--- config.mk ---
export PLATFORM = sky130hd
export DESIGN_NAME = orf_codon_translator
export DESIGN_NICKNAME = d
export VERILOG_FILES = /design/src/sv/orf_pkg.sv /design/src/sv/orf_frame_tracker.sv /design/src/sv/orf_codon_translator.sv
export SDC_FILE = /design/constraint.sdc
export NUM_CORES = 1
export LEC_CHECK = 0
export BUFFER_PORTS_ARGS = -buffer_cell sky130_fd_sc_hd__buf_2
export CORE_ASPECT_RATIO = 1.2
export CORE_UTILIZATION = 30
export CTS_CLUSTER_DIAMETER = 200
export CTS_CLUSTER_SIZE = 14
export DETAILED_ROUTE_END_ITERATION = 16
export GPL_TIMING_DRIVEN = 0
export MAX_ROUTING_LAYER = met4
export SYNTH_ARGS = -nofsm -noshare
export SYNTH_HDL_FRONTEND = slang
export SYNTH_SLANG_ARGS = --single-unit
--- constraint.sdc ---
create_clock -name clk -period 4.9 [get_ports clk]
set_input_delay 0.98 -clock clk [delete_from_list [all_inputs] [get_ports clk]]
set_output_delay 0.98 -clock clk [all_outputs]
set_load 0.02 [all_outputs]
--- src/sv/orf_pkg.sv ---
// ----------------------------------------------------------------------------
// orf_pkg
// Shared types, letter codes and the standard genetic code table for the
// open reading frame translator.
// ----------------------------------------------------------------------------
package orf_pkg;

	localparam int LENGTH_BITS_DEF = 16;
	localparam int OUT_LEN_W       = 16;

	localparam logic [2:0] BASE_A = 3'd0;
	localparam logic [2:0] BASE_C = 3'd1;
	localparam logic [2:0] BASE_G = 3'd2;
	localparam logic [2:0] BASE_T = 3'd3;

	localparam logic [4:0] AA_F    = 5'd0;
	localparam logic [4:0] AA_L    = 5'd1;
	localparam logic [4:0] AA_I    = 5'd2;
	localparam logic [4:0] AA_M    = 5'd3;
	localparam logic [4:0] AA_V    = 5'd4;
	localparam logic [4:0] AA_S    = 5'd5;
	localparam logic [4:0] AA_P    = 5'd6;
	localparam logic [4:0] AA_T    = 5'd7;
	localparam logic [4:0] AA_A    = 5'd8;
	localparam logic [4:0] AA_Y    = 5'd9;
	localparam logic [4:0] AA_H    = 5'd10;
	localparam logic [4:0] AA_Q    = 5'd11;
	localparam logic [4:0] AA_N    = 5'd12;
	localparam logic [4:0] AA_K    = 5'd13;
	localparam logic [4:0] AA_D    = 5'd14;
	localparam logic [4:0] AA_E    = 5'd15;
	localparam logic [4:0] AA_C    = 5'd16;
	localparam logic [4:0] AA_W    = 5'd17;
	localparam logic [4:0] AA_R    = 5'd18;
	localparam logic [4:0] AA_G    = 5'd19;
	localparam logic [4:0] AA_STOP = 5'd20;

	typedef struct packed {
		logic [2:0] first_base;
		logic [2:0] second_base;
		logic [2:0] third_base;
		logic       new_frame;
		logic [2:0] frame_tag;
	} codon_t;

	typedef struct packed {
		logic                 letter_valid;
		logic [4:0]           letter_code;
		logic                 frame_closed;
		logic [OUT_LEN_W-1:0] closed_length;
		logic [OUT_LEN_W-1:0] best_length;
		logic [OUT_LEN_W-1:0] best_end_index;
		logic [2:0]           best_frame_tag;
	} result_t;

	// index is {first, second, third}, two bits each, A C G T
	function automatic logic [4:0] codon_lookup(input logic [5:0] idx);
		logic [4:0] aa;
		case (idx[5:2])
			{BASE_A[1:0], BASE_A[1:0]}: aa = idx[0] ? AA_N : AA_K;
			{BASE_A[1:0], BASE_C[1:0]}: aa = AA_T;
			{BASE_A[1:0], BASE_G[1:0]}: aa = idx[0] ? AA_S : AA_R;
			{BASE_A[1:0], BASE_T[1:0]}: aa = (idx[1:0] == BASE_G[1:0]) ? AA_M : AA_I;
			{BASE_C[1:0], BASE_A[1:0]}: aa = idx[0] ? AA_H : AA_Q;
			{BASE_C[1:0], BASE_C[1:0]}: aa = AA_P;
			{BASE_C[1:0], BASE_G[1:0]}: aa = AA_R;
			{BASE_C[1:0], BASE_T[1:0]}: aa = AA_L;
			{BASE_G[1:0], BASE_A[1:0]}: aa = idx[0] ? AA_D : AA_E;
			{BASE_G[1:0], BASE_C[1:0]}: aa = AA_A;
			{BASE_G[1:0], BASE_G[1:0]}: aa = AA_G;
			{BASE_G[1:0], BASE_T[1:0]}: aa = AA_V;
			{BASE_T[1:0], BASE_A[1:0]}: aa = idx[0] ? AA_Y : AA_STOP;
			{BASE_T[1:0], BASE_C[1:0]}: aa = AA_S;
			{BASE_T[1:0], BASE_G[1:0]}: begin
				case (idx[1:0])
					BASE_A[1:0]: aa = AA_STOP;
					BASE_G[1:0]: aa = AA_W;
					default:     aa = AA_C;
				endcase
			end
			default:                    aa = idx[0] ? AA_F : AA_L;
		endcase
		return aa;
	endfunction

endpackage

--- src/sv/orf_frame_tracker.sv ---
// ----------------------------------------------------------------------------
// orf_frame_tracker
// Frame state and best-frame record; forms the result of the codon held in
// the input stage and updates the state when that codon moves on.
// ----------------------------------------------------------------------------
module orf_frame_tracker import orf_pkg::*; #(
	parameter int LENGTH_BITS = LENGTH_BITS_DEF
) (
	input  logic    clk,
	input  logic    arst_n,
	input  logic    step,
	input  codon_t  codon,
	output result_t result
);

	localparam logic [LENGTH_BITS-1:0] LEN_MAX = {LENGTH_BITS{1'b1}};

	logic                   frame_open_q;
	logic [LENGTH_BITS-1:0] run_len_q;
	logic [LENGTH_BITS-1:0] codon_idx_q;
	logic [LENGTH_BITS-1:0] best_len_q;
	logic [LENGTH_BITS-1:0] best_end_q;
	logic [2:0]             best_tag_q;

	logic                   open_now;
	logic [LENGTH_BITS-1:0] run_now;
	logic [LENGTH_BITS-1:0] idx_now;
	logic                   known;
	logic [4:0]             aa;
	logic                   is_stop;
	logic                   opening;
	logic                   closing;
	logic                   emitting;
	logic [LENGTH_BITS-1:0] run_inc;
	logic [LENGTH_BITS-1:0] idx_inc;
	logic                   better;
	logic                   open_nxt;
	logic [LENGTH_BITS-1:0] run_nxt;
	logic [LENGTH_BITS-1:0] best_len_nxt;
	logic [LENGTH_BITS-1:0] best_end_nxt;
	logic [2:0]             best_tag_nxt;

	logic [LENGTH_BITS+OUT_LEN_W-1:0] closed_ext;
	logic [LENGTH_BITS+OUT_LEN_W-1:0] best_len_ext;
	logic [LENGTH_BITS+OUT_LEN_W-1:0] best_end_ext;

	always_comb begin
		open_now = codon.new_frame ? 1'b0 : frame_open_q;
		run_now  = codon.new_frame ? '0 : run_len_q;
		idx_now  = codon.new_frame ? '0 : codon_idx_q;

		known   = ~codon.first_base[2] & ~codon.second_base[2] & ~codon.third_base[2];
		aa      = codon_lookup({codon.first_base[1:0], codon.second_base[1:0],
			codon.third_base[1:0]});
		is_stop = (aa == AA_STOP);

		opening  = known & ~open_now & (aa == AA_M);
		closing  = known & open_now & is_stop;
		emitting = known & open_now;

		run_inc = (run_now == LEN_MAX) ? LEN_MAX : run_now + 1'b1;
		idx_inc = (idx_now == LEN_MAX) ? LEN_MAX : idx_now + 1'b1;
		better  = closing && (run_inc > best_len_q);

		open_nxt = opening | (open_now & ~closing);
		if (opening || closing) begin
			run_nxt = '0;
		end else if (emitting) begin
			run_nxt = run_inc;
		end else begin
			run_nxt = run_now;
		end

		best_len_nxt = better ? run_inc : best_len_q;
		best_end_nxt = better ? idx_now : best_end_q;
		best_tag_nxt = better ? codon.frame_tag : best_tag_q;

		closed_ext   = {{OUT_LEN_W{1'b0}}, (closing ? run_inc : '0)};
		best_len_ext = {{OUT_LEN_W{1'b0}}, best_len_nxt};
		best_end_ext = {{OUT_LEN_W{1'b0}}, best_end_nxt};

		result.letter_valid   = emitting;
		result.letter_code    = emitting ? aa : '0;
		result.frame_closed   = closing;
		result.closed_length  = closed_ext[OUT_LEN_W-1:0];
		result.best_length    = best_len_ext[OUT_LEN_W-1:0];
		result.best_end_index = best_end_ext[OUT_LEN_W-1:0];
		result.best_frame_tag = best_tag_nxt;
	end

	always_ff @(posedge clk or negedge arst_n) begin
		if (!arst_n) begin
			frame_open_q <= 1'b0;
			run_len_q    <= '0;
			codon_idx_q  <= '0;
			best_len_q   <= '0;
			best_end_q   <= '0;
			best_tag_q   <= '0;
		end else if (step) begin
			frame_open_q <= open_nxt;
			run_len_q    <= run_nxt;
			codon_idx_q  <= idx_inc;
			best_len_q   <= best_len_nxt;
			best_end_q   <= best_end_nxt;
			best_tag_q   <= best_tag_nxt;
		end
	end

endmodule

--- src/sv/orf_codon_translator.sv ---
// ----------------------------------------------------------------------------
// orf_codon_translator
// Translates a stream of codons under the standard genetic code, one reading
// frame at a time, and keeps the longest closed open reading frame. Each
// codon transaction gives exactly one result transaction. A codon is taken
// every cycle as long as results are taken; a codon passes through the input
// register and then the result register, with the table lookup and length
// compare done combinationally between the two.
// ----------------------------------------------------------------------------
module orf_codon_translator import orf_pkg::*; #(
	parameter int LENGTH_BITS = LENGTH_BITS_DEF
) (
	input  logic    clk,
	input  logic    arst_n,
	input  logic    codon_valid,
	output logic    codon_ready,
	input  codon_t  codon,
	output logic    result_valid,
	input  logic    result_ready,
	output result_t result
);

	logic    valid_s1;
	codon_t  codon_s1;
	logic    valid_s2;
	result_t result_s2;
	result_t result_nxt;
	logic    advance;

	assign advance     = valid_s1 & (~valid_s2 | result_ready);
	assign codon_ready = ~valid_s1 | advance;

	orf_frame_tracker #(
		.LENGTH_BITS(LENGTH_BITS)
	) u_tracker (
		.clk    (clk),
		.arst_n (arst_n),
		.step   (advance),
		.codon  (codon_s1),
		.result (result_nxt)
	);

	always_ff @(posedge clk or negedge arst_n) begin
		if (!arst_n) begin
			valid_s1 <= 1'b0;
			valid_s2 <= 1'b0;
		end else begin
			if (codon_ready) begin
				valid_s1 <= codon_valid;
			end
			if (advance) begin
				valid_s2 <= 1'b1;
			end else if (result_ready) begin
				valid_s2 <= 1'b0;
			end
		end
	end

	always_ff @(posedge clk) begin
		if (codon_ready && codon_valid) begin
			codon_s1 <= codon;
		end
		if (advance) begin
			result_s2 <= result_nxt;
		end
	end

	assign result_valid = valid_s2;
	assign result       = result_s2;

endmodule
==> results.yml <==
run_status:
  status: "finished, final reports clean"
timing:
  post-route-min-period_ns: 4.611
  hold_viol_final: 0
  slew_violations: 0
  rsz0062_at_grt: "false"
  fmax_mhz: 216.9
  timing.hold.ws_ns: 0.4117
  fin_skew_ns: 0.007368
  setup_viol: 0
  finalCritPeriodShare_pct: 94.09
  tightest_slew_ns: 0.7629
  maxSlewHeadroom_pct: 49.14
route:
  viasPerCell: 4.832
  postRouteAntennaNets: 0
  via_count: 4537
  drt_wl_total_microns: 14780
  drt_first_pass_iters: 5
  drt_iter0_drc: 228
  drt-wirelength-per-cell_microns: 15.74
  drc_errors: 0
clock_tree:
  post_cts_buffers: 0
  cts_sinks: 141
  clkTransAtPathRegs_ns: 0.06
  hold_buffers: 0
  insertion_delay_ns: 0.43
  clk_path_buf_depth: 2
  cts_buffers: 17
  cts_tree: "built"
  htree_levels: 4
  clockRootBuffer: "clkbuf_16"
yosys:
  synth_seq_area_share_pct: 56.26
  post-synth-top-count-cell: "edfxtp_1"
  synth_commonest_cells: "71 x edfxtp_1, 70 x dfrtp_1, 34 x nor2_1"
  async_flop_share_pct: 49.65
  synth_seq_cells: 141
  post_synth.cell_area_avg_sq_um: 12.55
  yosysWarnings: 0
  syn-cell-area_sq_mm: 0.006903
  ys_types: 62
  synth_top_area_share_pct: 30.89
  synth_cells: 550
  post-synth-top-area-cell: "edfxtp_1"
  ys.flop_type: "edfxtp_1"
  syn_nets: 584
  yosys-top-cells-area: "edfxtp_1 31%, dfrtp_1 25%, mux2_4 6.1%, mux2_1 5.2%, ha_1 3.1%"
  synth_edf_count: 71
global_route:
  grtUsageTotal_pct: 13.91
  grt_pass1_vias: 4672
  grt_overflow: 0
  antenna_found_initial: 0
  grt_pass1_wl_microns: 24570
  grt_max_degree: 56
finish:
  syn_to_final_growth_pct: 19.94
  drive_gt1_share_pct: 25.30
  antenna_cells: 0
  final_cells: 939
  nets: 681
  fill_cells: 2206
  fin_area_sq_mm: 0.008279
die:
  dieArea_sq_mm: 0.02362
  die-width_microns: 140.5
  ios: 77
  core_area_sq_mm: 0.02252
  die_y_microns: 168.2
  start_util_pct: 30.65
  rows: 60
job:
  drv_cap: 0
pwr:
  p_int_uw: 2130
  clkPwrFrac_pct: 44.6
  vdd_drop_max_mv: 0.1924
  power_uw: 2824
  sequentialPowerShare_pct: 47.2
  p_switching_uw: 694.8
  comb_power_share_pct: 8.1
  power_density_mw_per_mm2: 341.1
  p_leak_uw: 0.003752
  switching_share_pct: 24.60
place:
  io_buffers: 76
  gp_congestion: 0.8373
  placed_area_sq_mm: 0.007684
  dpl.cell_count: 907
  dp_hpwl_microns: 10070
setup_path:
  r2r_slack_ns: 0.29
  start_kind: "flip-flop"
  reg2reg_from: "codon_s1[3]"
  crit_type: "reg2reg"
  r2r.worst_path.cells: 13
  crit_path_end_kind: "flip-flop"
  timing.rr.end: "result[8]"
  arrival_ns: 4.78
  timing.critical_path.fanout_max: 10
  required_ns: 5.07
min_path:
  worstHoldPathType: "in2async"
==> per-stage QoR <==
step / setup TNS [ns] / util (%) / setup WS, ns
after floorplan: 0 / - / 0.9966
after global placement: -3.486 / 33.89 / -0.4763
after detailed placement: 0 / 34.12 / 0.06018
after CTS: 0 / 36.66 / 0.05454
after global routing: 0 / 36.76 / 0.01325
final: 0 / 36.76 / 0.2895
==> state kept, by name, indices dropped and copies added (netlist names) <==
register	cells
codon_s1	13
u_tracker.best_tag_q	3
result	58
u_tracker.frame_open_q	1
valid_s1	1
u_tracker.best_end_q	16
u_tracker.codon_idx_q	16
u_tracker.run_len_q	16
u_tracker.best_len_q	16
result_valid	1
==> cell usage in the layout (no fill, tap or decap), types with 23 or more instances in the layout <==
cell type and n:
buf_2 82, edfxtp_1 71, dfrtp_1 70, nor2_1 34, mux2_1 32, mux2_4 28, inv_1 27, nand2_1 26
nor2b_1 23, a21oi_1 23
==> how the worst max path moves through the flow <==
stage	from	end	slack [ns]	cells past startpoint
final	codon_s1[3]	result[8]	0.29	13
after global routing	codon_s1[3]	result[24]	0.01	13
after CTS	codon_s1[3]	result[19]	0.05	13
after detailed placement	codon_s1[3]	result[19]	0.06	13
after global placement	result_ready	u_tracker.codon_idx_q[10]	-0.48	7
after floorplan	codon_s1[3]	result[24]	1.0	13
==> metal layers <==
metal,track usage [%],wire length [microns],up-vias
li1,-,-,2214
met1,17.06,6680,2200
met2,21.80,7116,94
met3,3.356,610,29
met4,6.096,376,0
met5,-,0,-
==> power by group through the flow <==
| stage | registers, uW | logic, uW | clock network (uW) |
|---|---|---|---|
| CTS | 1330 | 233 | 1290 |
| floorplan | 1390 | 108 | 0 |
| global route | 1340 | 253 | 1340 |
| finish | 1330 | 230 | 1260 |
| detailed placement | 1360 | 232 | 0 |
| global placement | 1360 | 221 | 0 |
==> cells by family after synthesis <==
kind of cell	after synthesis	share of synthesized area, %
AOI/OAI and AO/OA	91	9.118
xor gates and xnor gates	11	1.396
adders and majority gates	17	3.081
buffers and inverters	50	3.226
DFF	141	56.26
muxes	77	13.90
and+or+nand+nor	163	13.01
==> critical path, cell delays in order (launching register included) <==
cell      delay (ns)
edfxtp_1        0.56
and4b_1         0.34
nand4_1         0.22
or3_1           0.49
clkbuf_1        0.27
o21ai_1         0.26
ha_1            0.30
nor2b_1         0.14
o211ai_1        0.16
a21boi_0        0.11
or4b_1          0.60
nand3_4         0.19
buf_2           0.33
mux2_1          0.38
==> area by class of cell <==
class | instances | area, sq um | area share, %
Sequential cell | 141 | 3884 | 46.91
Multi-Input combinational cell | 359 | 2816 | 34.02
Clock buffer | 19 | 432.9 | 5.229
Timing Repair Buffer | 78 | 430.4 | 5.199
Tap cell | 279 | 349.1 | 4.216
Clock inverter | 13 | 140.1 | 1.693
Buffer | 23 | 125.1 | 1.511
Inverter | 27 | 101.3 | 1.224
==> what timing repair did <==
item,CTS,global route
gates resized for setup,0,6
setup endpoints to repair,0,28
endpoints found under the hold margin,0,0
Power figures use the tool's default switching activity.
